===== src/rtl/core/pcpf_pkg.sv =====
// shared constants and helpers for the point cloud packet framer
package pcpf_pkg;

	// width of point counts and packet counters
	localparam int CNT_W = 21;
	// width of one framed word and of one raw float word
	localparam int WORD_W = 32;

	// default packet sizing limits
	localparam int MAX_PER_PACKET_DEF = 2000;
	localparam int MIN_POINTS_DEF = 50;

	// framing words
	localparam logic [WORD_W-1:0] SYNC_WORD = 32'h0000_55aa;
	localparam logic [WORD_W-1:0] TRAILER_WORD = 32'h0000_aa55;

	// smallest packet divisor
	localparam logic [CNT_W-1:0] FIRST_DIVISOR = 21'd5;

	// byte reversal of a raw float word
	function automatic logic [WORD_W-1:0] swap_bytes(input logic [WORD_W-1:0] v);
		swap_bytes = {v[7:0], v[15:8], v[23:16], v[31:24]};
	endfunction

endpackage


===== src/rtl/core/point_cloud_packet_framer_top.sv =====
// point cloud packet framer: sizes packets per cloud and frames points into words
//
// Input channel (in_valid/in_ready) carries one point per item: four raw float words.
// Output channel (out_valid/out_ready) carries one framed word per item, with
// end_of_packet on the trailer word and last_of_run on the final word of a point.
// total_points is written through cfg_we/cfg_wdata and is latched when a cloud starts.
// At the first point of a cloud, packet sizing runs three 21-step divisions on a
// shared restoring divider (none for small clouds).
// After that a point goes out as its output words: 4 data words,
// plus 5 header words at packet start and one trailer at packet end.
// The word sequencer emits one word per cycle, while the receiver takes them, into a single output register.
// in_ready is high only while the sequencer is idle; the next point can be taken
// while the last word of the previous one still waits in the output register.
// A stalled receiver holds the output register and the sequencer waits with it.
// Points of clouds of MIN_POINTS or fewer are taken with no output.
// Reset (arst_n low) clears all counters, the configuration register and the output valid.
module point_cloud_packet_framer_top #(
	parameter int MAX_PER_PACKET = pcpf_pkg::MAX_PER_PACKET_DEF,
	parameter int MIN_POINTS = pcpf_pkg::MIN_POINTS_DEF
) (
	input  logic                         clk,
	input  logic                         arst_n,
	input  logic                         cfg_we,
	input  logic [pcpf_pkg::CNT_W-1:0]   cfg_wdata,
	input  logic                         in_valid,
	output logic                         in_ready,
	input  logic [pcpf_pkg::WORD_W-1:0]  x_bits,
	input  logic [pcpf_pkg::WORD_W-1:0]  y_bits,
	input  logic [pcpf_pkg::WORD_W-1:0]  z_bits,
	input  logic [pcpf_pkg::WORD_W-1:0]  intensity_bits,
	output logic                         out_valid,
	input  logic                         out_ready,
	output logic [pcpf_pkg::WORD_W-1:0]  word,
	output logic                         end_of_packet,
	output logic                         last_of_run
);

	localparam int CW = pcpf_pkg::CNT_W;
	localparam int WW = pcpf_pkg::WORD_W;
	localparam int SCW = $clog2(CW + 1);

	localparam logic [CW-1:0] DIV_FIRST = CW'(MAX_PER_PACKET + 1);
	localparam logic [CW-1:0] MIN_PTS = CW'(MIN_POINTS);
	localparam logic [SCW-1:0] STEPS = SCW'(CW);

	// sequencer states
	localparam logic [2:0] S_IDLE = 3'd0;
	localparam logic [2:0] S_DIV1 = 3'd1;
	localparam logic [2:0] S_DIV2 = 3'd2;
	localparam logic [2:0] S_DIV3 = 3'd3;
	localparam logic [2:0] S_PREP = 3'd4;
	localparam logic [2:0] S_EMIT = 3'd5;

	// word slots of one point
	localparam logic [3:0] W_SYNC0 = 4'd0;
	localparam logic [3:0] W_SYNC1 = 4'd1;
	localparam logic [3:0] W_PKT_ID = 4'd2;
	localparam logic [3:0] W_PKT_CNT = 4'd3;
	localparam logic [3:0] W_PKT_PTS = 4'd4;
	localparam logic [3:0] W_X = 4'd5;
	localparam logic [3:0] W_Y = 4'd6;
	localparam logic [3:0] W_Z = 4'd7;
	localparam logic [3:0] W_INT = 4'd8;
	localparam logic [3:0] W_TRAIL = 4'd9;

	logic [2:0]    state_q;
	logic [CW-1:0] total_points_q;
	logic [CW-1:0] points_left_q;
	logic [CW-1:0] per_packet_q;
	logic [CW-1:0] packet_total_q;
	logic [CW-1:0] packet_number_q;
	logic [CW-1:0] points_in_cur_q;
	logic [CW-1:0] pkt_points_q;
	logic          cloud_started_q;
	logic          trailer_q;
	logic [3:0]    slot_q;
	logic [WW-1:0] x_q;
	logic [WW-1:0] y_q;
	logic [WW-1:0] z_q;
	logic [WW-1:0] int_q;

	// shared divider registers
	logic [CW-1:0]  dvd_q;
	logic [CW-1:0]  dsr_q;
	logic [CW-1:0]  rem_q;
	logic [SCW-1:0] step_q;

	// output register
	logic          out_valid_q;
	logic [WW-1:0] word_q;
	logic          eop_q;
	logic          last_q;

	// divider step
	logic [CW:0]   div_trial;
	logic [CW:0]   div_diff;
	logic          div_qbit;
	logic          div_done;
	logic [CW-1:0] div_rem_next;

	assign div_trial = {rem_q, dvd_q[CW-1]};
	assign div_diff = div_trial - {1'b0, dsr_q};
	assign div_qbit = ~div_diff[CW];
	assign div_rem_next = div_qbit ? div_diff[CW-1:0] : div_trial[CW-1:0];
	assign div_done = (step_q == STEPS);

	// results of finished divisions
	logic [CW-1:0] div1_p;
	logic [CW-1:0] div2_per;
	logic [CW-1:0] div3_total;

	always_comb begin
		div1_p = dvd_q + CW'(1);
		if (div1_p < pcpf_pkg::FIRST_DIVISOR) begin
			div1_p = pcpf_pkg::FIRST_DIVISOR;
		end
		div2_per = (dvd_q == '0) ? CW'(1) : dvd_q;
		div3_total = dvd_q + CW'(rem_q != '0);
	end

	// packet bookkeeping for the current point
	logic          hdr_needed;
	logic [CW-1:0] pts_eff;

	assign hdr_needed = (points_in_cur_q == '0);
	always_comb begin
		if (hdr_needed) begin
			pts_eff = (points_left_q < per_packet_q) ? points_left_q : per_packet_q;
		end else begin
			pts_eff = points_in_cur_q;
		end
	end

	// word for the current slot
	logic [WW-1:0] slot_word;
	logic          slot_last;
	logic          out_free;

	always_comb begin
		unique case (slot_q)
			W_SYNC0:   slot_word = pcpf_pkg::SYNC_WORD;
			W_SYNC1:   slot_word = pcpf_pkg::SYNC_WORD;
			W_PKT_ID:  slot_word = WW'(packet_number_q);
			W_PKT_CNT: slot_word = WW'(packet_total_q);
			W_PKT_PTS: slot_word = WW'(pkt_points_q);
			W_X:       slot_word = pcpf_pkg::swap_bytes(x_q);
			W_Y:       slot_word = pcpf_pkg::swap_bytes(y_q);
			W_Z:       slot_word = pcpf_pkg::swap_bytes(z_q);
			W_INT:     slot_word = pcpf_pkg::swap_bytes(int_q);
			default:   slot_word = pcpf_pkg::TRAILER_WORD;
		endcase
	end

	assign slot_last = (slot_q == W_TRAIL) || ((slot_q == W_INT) && !trailer_q);
	assign out_free = !out_valid_q || out_ready;

	// configuration register
	always_ff @(posedge clk or negedge arst_n) begin
		if (!arst_n) begin
			total_points_q <= '0;
		end else if (cfg_we) begin
			total_points_q <= cfg_wdata;
		end
	end

	// sequencer, divider and packet state
	always_ff @(posedge clk or negedge arst_n) begin
		if (!arst_n) begin
			state_q <= S_IDLE;
			points_left_q <= '0;
			per_packet_q <= '0;
			packet_total_q <= '0;
			packet_number_q <= '0;
			points_in_cur_q <= '0;
			pkt_points_q <= '0;
			cloud_started_q <= 1'b0;
			dvd_q <= '0;
			dsr_q <= '0;
			rem_q <= '0;
			step_q <= '0;
			slot_q <= W_SYNC0;
			trailer_q <= 1'b0;
		end else begin
			unique case (state_q)
				S_IDLE: begin
					if (in_valid) begin
						if (cloud_started_q) begin
							state_q <= S_PREP;
						end else if (total_points_q != '0) begin
							cloud_started_q <= 1'b1;
							points_left_q <= total_points_q;
							packet_number_q <= '0;
							points_in_cur_q <= '0;
							if (total_points_q <= MIN_PTS) begin
								per_packet_q <= '0;
								packet_total_q <= '0;
								state_q <= S_PREP;
							end else begin
								dvd_q <= total_points_q;
								dsr_q <= DIV_FIRST;
								rem_q <= '0;
								step_q <= '0;
								state_q <= S_DIV1;
							end
						end
					end
				end
				S_DIV1, S_DIV2, S_DIV3: begin
					if (!div_done) begin
						rem_q <= div_rem_next;
						dvd_q <= {dvd_q[CW-2:0], div_qbit};
						step_q <= step_q + SCW'(1);
					end else begin
						rem_q <= '0;
						step_q <= '0;
						dvd_q <= points_left_q;
						priority case (state_q)
							S_DIV1: begin
								dsr_q <= div1_p;
								state_q <= S_DIV2;
							end
							S_DIV2: begin
								per_packet_q <= div2_per;
								dsr_q <= div2_per;
								state_q <= S_DIV3;
							end
							default: begin
								packet_total_q <= div3_total;
								state_q <= S_PREP;
							end
						endcase
					end
				end
				S_PREP: begin
					points_left_q <= points_left_q - CW'(1);
					if (points_left_q == CW'(1)) begin
						cloud_started_q <= 1'b0;
					end
					if (per_packet_q == '0) begin
						state_q <= S_IDLE;
					end else begin
						if (hdr_needed) begin
							packet_number_q <= packet_number_q + CW'(1);
						end
						pkt_points_q <= pts_eff;
						points_in_cur_q <= pts_eff - CW'(1);
						trailer_q <= (pts_eff == CW'(1));
						slot_q <= hdr_needed ? W_SYNC0 : W_X;
						state_q <= S_EMIT;
					end
				end
				S_EMIT: begin
					if (out_free) begin
						if (slot_last) begin
							state_q <= S_IDLE;
						end else begin
							slot_q <= slot_q + 4'd1;
						end
					end
				end
				default: state_q <= S_IDLE;
			endcase
		end
	end

	// point capture
	always_ff @(posedge clk) begin
		if (state_q == S_IDLE && in_valid) begin
			x_q <= x_bits;
			y_q <= y_bits;
			z_q <= z_bits;
			int_q <= intensity_bits;
		end
	end

	// output register valid
	always_ff @(posedge clk or negedge arst_n) begin
		if (!arst_n) begin
			out_valid_q <= 1'b0;
		end else if (state_q == S_EMIT && out_free) begin
			out_valid_q <= 1'b1;
		end else if (out_ready) begin
			out_valid_q <= 1'b0;
		end
	end

	// output register payload
	always_ff @(posedge clk) begin
		if (state_q == S_EMIT && out_free) begin
			word_q <= slot_word;
			eop_q <= (slot_q == W_TRAIL);
			last_q <= slot_last;
		end
	end

	assign in_ready = (state_q == S_IDLE);
	assign out_valid = out_valid_q;
	assign word = word_q;
	assign end_of_packet = eop_q;
	assign last_of_run = last_q;

endmodule

===== config.mk =====
export PLATFORM = sky130hd
export DESIGN_NAME = point_cloud_packet_framer_top
export DESIGN_NICKNAME = d
export VERILOG_FILES = /design/src/rtl/core/pcpf_pkg.sv /design/src/rtl/core/point_cloud_packet_framer_top.sv
export SDC_FILE = /design/constraint.sdc
export NUM_CORES = 1
export LEC_CHECK = 0
export BUFFER_PORTS_ARGS = -buffer_cell sky130_fd_sc_hd__buf_2
export CORE_MARGIN = 2
export CORE_UTILIZATION = 48
export DETAILED_ROUTE_END_ITERATION = 8
export HOLD_SLACK_MARGIN = 0.1
export MAX_ROUTING_LAYER = met4
export PLACE_DENSITY_LB_ADDON = 0.3
export REMOVE_ABC_BUFFERS = 1
export SYNTH_ARGS = -nofsm -noshare
export SYNTH_HDL_FRONTEND = slang
export SYNTH_SLANG_ARGS = --single-unit

===== constraint.sdc =====
create_clock -name clk -period 6 [get_ports clk]
set_input_delay 1.5 -clock clk [delete_from_list [all_inputs] [get_ports clk]]
set_output_delay 1.5 -clock clk [all_outputs]
set_load 0.02 [all_outputs]

**Word-level counts from Yosys, hierarchy flattened**

Cells that the tools add are included.

- $add $sub $neg: 8
- $lt $le $gt $ge: 3
- Equal/unequal tests: 33
- Muxes and demuxes: 75
- Bitwise gates (word level): 2
- Reductions and logical operators: 32

Operators with widths:

| cell | number |
|---|---|
| $mux 21 | 37 |
| $pmux 21 s2 | 9 |
| $pmux 32 s8 | 1 |
| $logic_not 21->1 | 3 |
| $add 21x1->21 const B | 2 |
| $eq 21x1->1 const B | 2 |
| $reduce_bool 21->1 | 2 |
| $sub 21x1->21 const B | 2 |
| $mux 3 | 9 |
| $mux 5 | 5 |
| $ne 2x2->1 const B | 12 |
| $sub 22x21->22 | 1 |
| $add 21x1->21 | 1 |
| $le 21x6->1 const B | 1 |
| $lt 21x21->1 | 1 |
| $lt 21x3->1 const B | 1 |
| $reduce_and 7->1 | 3 |
| $eq 4x3->1 const B | 4 |
| $reduce_and 5->1 | 3 |
| $mux 4 | 3 |
| $pmux 3 s4 | 1 |
| $pmux 5 s2 | 1 |
| $eq 4x2->1 const B | 2 |
| $eq 4x4->1 const B | 2 |
| other kinds (27) | 45 |

- Register bits after elaboration: 387
- Input port bits: 154
- Output and inout bits: 36
- Word-level logic and storage cells: 176

**Longest topological paths before layout**

- Depth in word-level cells: 6
- Gate-level depth with buffers: 17
- Mapped depth without buffers: 14

**Worst setup path before layout**

Ideal clock, no wire load.

- Path kind: reg2reg
- Start point: register state_q[2]
- End point: register int_q[0], enable pin
- Library setup time: 0.502 ns
- Arrival time: 4.485 ns
- Data required time: 5.498 ns
- Setup slack: 1.013 ns
- Cell stages (with the launch flop): 6
- Buffers on the path: 3
- Period minus slack after synthesis: 4.987 ns
- Cell sequence: dfrtp_1 clkbuf_1 clkbuf_1 clkbuf_1 nor3_1 and2_1

- Cells in the longest elaborated chain, start to end: 2

Ends and longest elaborated chain:

| item | line | text |
|---|---|---|
| from (decl) | point_cloud_packet_framer_top.sv:66 | `logic [2:0] state_q;` |
| from (signal assigned) | point_cloud_packet_framer_top.sv:169 | `state_q <= S_IDLE;` |
| from (signal assigned) | point_cloud_packet_framer_top.sv:188 | `state_q <= S_PREP;` |
| from (signal assigned) | point_cloud_packet_framer_top.sv:197 | `state_q <= S_PREP;` |
| $logic_not 3->1 | -- |  |
| net in_ready | point_cloud_packet_framer_top.sv:26 | `output logic in_ready,` |
| $logic_and 1x1->1 | point_cloud_packet_framer_top.sv:268 | `if (state_q == S_IDLE && in_valid) begin` |
| to (signal assigned) | point_cloud_packet_framer_top.sv:272 | `int_q <= intensity_bits;` |
| to (decl) | point_cloud_packet_framer_top.sv:80 | `logic [WW-1:0] int_q;` |

The timed path passes the listed nets, and every way through them passes these cells.
A chain may end at the register's enable or synchronous reset.

**Worst setup path after layout**

- Start point: register points_left_q[20]
- End point: register points_in_cur_q[19]

- Cells in the longest elaborated chain, start to end: 6

Ends and longest elaborated chain:

| item | line | text |
|---|---|---|
| from (decl) | point_cloud_packet_framer_top.sv:68 | `logic [CW-1:0] points_left_q;` |
| from (signal assigned) | point_cloud_packet_framer_top.sv:191 | `points_left_q <= total_points_q;` |
| from (signal assigned) | point_cloud_packet_framer_top.sv:235 | `points_left_q <= points_left_q - CW'(1);` |
| $lt 21x21->1 | point_cloud_packet_framer_top.sv:128 | `pts_eff = (points_left_q < per_packet_q) ? points_left_q : per_packet_q;` |
| $mux 21 | point_cloud_packet_framer_top.sv:128 |  |
| $mux 21 | point_cloud_packet_framer_top.sv:127 | `if (hdr_needed) begin` |
| $sub 21x1->21 | point_cloud_packet_framer_top.sv:246 | `points_in_cur_q <= pts_eff - CW'(1);` |
| $mux 21 | point_cloud_packet_framer_top.sv:239 | `if (per_packet_q == '0) begin` |
| $pmux 21 s2 | point_cloud_packet_framer_top.sv:184 | `unique case (state_q)` |
| to (signal assigned) | point_cloud_packet_framer_top.sv:246 |  |
| to (decl) | point_cloud_packet_framer_top.sv:72 | `logic [CW-1:0] points_in_cur_q;` |

No other way between the ends. The select of a mux whose other input is x is not followed.

==> out/results.tsv <==
stage	metric	value	unit
synthesis	synth top area cells	dfrtp_1, edfxtp_1, o21ai_0	
clocking	Clock transition at path regs	0.06	ns
flow_run	Max Cap Viol	0	
global_route	initial antenna violation count	1	
power_and_ir_drop	pwr dens	584	nW/um^2
die	DIE AREA	42900	sq um
detailed_routing	DR vias	16300	
synthesis	Yosys top cell by area	dfrtp_1	
clocking	Max Buffers Root-to-Sink	3	
final_layout	FF/Latch Area	10500	sq um
power_and_ir_drop	LEAKAGE	0.00924	uW
power_and_ir_drop	VDD IR max	0.425	mV
worst_setup_path	most frequent CP cell	a21oi_1	
place	dpl ws	1.85	ns
synthesis	Synth Register Bits	387	
worst_setup_path	RR Startpoint	points_left_q[20]$_DFFE_PN0P_	
global_route	vias in the first global route	15400	
clocking	CTS resizes	0	
timing	Setup-failing EPs final	0	
clocking	Clock Tree Root	clkbuf_16	
synthesis	Seq/Total Area, Yosys	53.0	%
worst_setup_path	Max FO, Critical Path	14	
clocking	Worst-Skew Late Latency	0.58	ns
timing	Setup Skew	0.0240	ns
clocking	H-Tree Depth	2	
min_path	Hold Crit Start	packet_total_q[3]$_DFFE_PN0P_	
synthesis	Synth top area share	28.5	%
worst_setup_path	worst path cell trace	ha_1 -> a21oi_1 -> o21ai_2 -> a2111oi_4 -> a21oi_1 -> nor2_2 -> buf_4 -> o311ai_0 -> nor3_1 -> nand4_1 -> or4_1 -> a32o_1	
die	core region area	40700	sq um
timing	Final Hold Vio Count	0	
timing	period utilisation layout	70.6	%
synthesis	most common cell in the netlist	nand2_1	
timing	Total Neg Setup Slack	0	ns
timing	slew margin rel.	28.9	%
synthesis	synth cell count leaders	nand2_1, dfrtp_1, o21ai_0	
worst_setup_path	crit path DAT	4.69	ns
worst_setup_path	Worst path top cell family by delay	simple AND/OR/NAND/NOR gates	
die	starting density of the core	48.6	%
synthesis	Syn Std Cell Area	19800	sq um
timing	Final Max Tran Viols	0	
detailed_routing	drt total wl	58400	um
detailed_routing	remaining antenna violation count after routing	0	
synthesis	number of synthesized flops with an enable pin	162	
global_route	pin count of the biggest net entering global routing	100	
worst_setup_path	CP max stage delay	0.53	ns
timing	post-route minimum period	4.24	ns
detailed_routing	initial DRC count	2038	
die	num rows	74	
worst_setup_path	Worst path slowest cell	nor3_1	
detailed_routing	Vias/cell	6.09	
outcome	status	completed	
min_path	Min-Delay Path Class	register to register	
clocking	CTS Hold Bufs	0	
final_layout	layout cells sized above 1	15.7	%
worst_setup_path	Worst Path Required	6.46	ns
detailed_routing	# DRC	0	
place	RD Place Congestion	0.945	
worst_setup_path	critical path class	register to register	
clocking	CTS tree	done	
synthesis	most common flop cell mapped by yosys	dfrtp_1	
place	port buffer count	189	
synthesis	asr flop ratio synth	58.1	%
final_layout	multi-input logic area	8560	sq um
die	Ports	190	
global_route	GRT Total Usage	27.8	%
final_layout	Nets	2317	
final_layout	Area growth syn-to-layout	14.4	%
worst_setup_path	crit start category	register	
worst_setup_path	CP Launch Point	points_left_q[20]$_DFFE_PN0P_	
synthesis	Avg Cell Area, Syn	10.0	sq um
clocking	post-CTS setup buffer count	0	
timing	Hold WS	0.484	ns
synthesis	Synth Warn #	0	
detailed_routing	1st-pass router iterations	6	
global_route	global-route wire length before repair	91300	um
die	Die Ht	207	um
worst_setup_path	Critical Path End Type	register	
timing	Peak Freq	236	MHz
synthesis	cell count after synthesis	1971	
timing	actual slew at the worst max-slew pin	1.06	ns
clocking	Inserted Clock Buffers	44	
detailed_routing	wire per inst	21.8	um
timing	final worst setup slack	1.76	ns
place	post-DP HPWL	41400	um
clocking	TritonCTS Sinks	387	
global_route	GRT overflow	0	
worst_setup_path	Buf/Inv on CP	1	
final_layout	fill cell count	3580	
synthesis	post-synth cell types	83	
timing	RSZ-0062 raised after global routing	no	
die	Die X	207	um
[cells by family (layout without fill, tap and decap cells)]
| group | Yosys count | after routing | synth area share, % |
|---|---|---|---|
| AO/OA/AOI/OAI | 558 | 558 | 17.8 |
| XOR/XNOR | 69 | 69 | 3.05 |
| adder cells (fa/ha/maj) | 57 | 57 | 3.64 |
| buffers and inverters | 199 | 369 | 3.88 |
| flip-flops | 387 | 387 | 53.0 |
| multiplexers | 61 | 61 | 3.23 |
| other | 0 | 2 | 0 |
| AND/OR/NAND/NOR | 640 | 640 | 15.3 |
[cells in the final DEF, fill, tap and decap left out, types with 14 or more instances in the layout]
cell type / n
o31ai_1: 32
nor4_1: 24
xor2_1: 27
edfxtp_1: 162
mux2_2: 23
mux2i_1: 38
nand4_1: 36
nand2_1: 247
nor3_1: 45
buf_2: 188
nor2_1: 120
buf_4: 31
inv_1: 67
nand2b_1: 14
nand3_1: 62
xnor2_1: 41
a22oi_1: 62
a31oi_1: 17
ha_1: 56
or3_1: 14
dfrtp_1: 225
clkbuf_16: 45
a21oi_1: 122
o21ai_0: 197
[final timing paths]
check                      slack, ns  depth (start not counted)                               to
max                             1.76                         12  points_in_cur_q[19]$_DFFE_PN0P_
min                             0.48                          2    packet_total_q[3]$_DFFE_PN0P_
max reg2reg                     1.76                         12  points_in_cur_q[19]$_DFFE_PN0P_
min reg2reg                     0.48                          2    packet_total_q[3]$_DFFE_PN0P_
max in group asynchronous       3.91                          2      per_packet_q[2]$_DFFE_PN0P_
min in group asynchronous       0.93                          1      pkt_points_q[6]$_DFFE_PN0P_
[stage by stage]
step / utilization, % / instances / area [sq um] / total power, uW
2_1_floorplan: - / 1839 / 19300 / 8360
3_3_place_gp: 52.0 / 2592 / 21200 / 10400
3_5_place_dp: 52.0 / 2592 / 21200 / 10500
4_1_cts: 55.5 / 2673 / 22600 / 13200
5_1_grt: 55.5 / 2674 / 22600 / 14100
6_report: 55.5 / 2675 / 22600 / 13200
[sequential cells by signal, indices dropped and copies added (netlist names), 4 cells and up]
signal / cells
dsr_q: 21
points_in_cur_q: 21
z_q: 32
y_q: 32
total_points_q: 21
step_q: 5
dvd_q: 21
packet_number_q: 21
rem_q: 21
slot_q: 4
pkt_points_q: 21
int_q: 32
word: 32
points_left_q: 21
per_packet_q: 21
x_q: 32
packet_total_q: 21
[tightest hold or removal path, cell delays in order, from the launching register on]
cell and delay, ns:
dfrtp_1 0.34, nand2_1 0.06, o31ai_1 0.05
[metal layers]
metal	up-vias	track usage, %	routed length (um)
met4	0	9.66	1990
met2	673	40.9	26000
met5	-	-	0
li1	7531	-	-
met1	7990	39.2	26100
met3	98	4.29	4300
[report_power, final]
part           internal (uW)  leakage (uW)  switching (uW)
logic                   2320       0.00421            3880
registers               3500       0.00432             847
clock network           1570      0.000707            1120
total                   7380       0.00924            5840
[area by class of cell]
| type | count | share of cell area [%] |
|---|---|---|
| antenna | 2 | 0.0221 |
| clock buffer | 63 | 5.60 |
| clock inverter | 18 | 0.774 |
| inverter | 67 | 1.11 |
| multi-input combinational | 1385 | 37.8 |
| sequential | 387 | 46.4 |
| tap | 532 | 2.94 |
| timing repair buffer | 221 | 5.34 |
(Power assumes the default switching activity.)
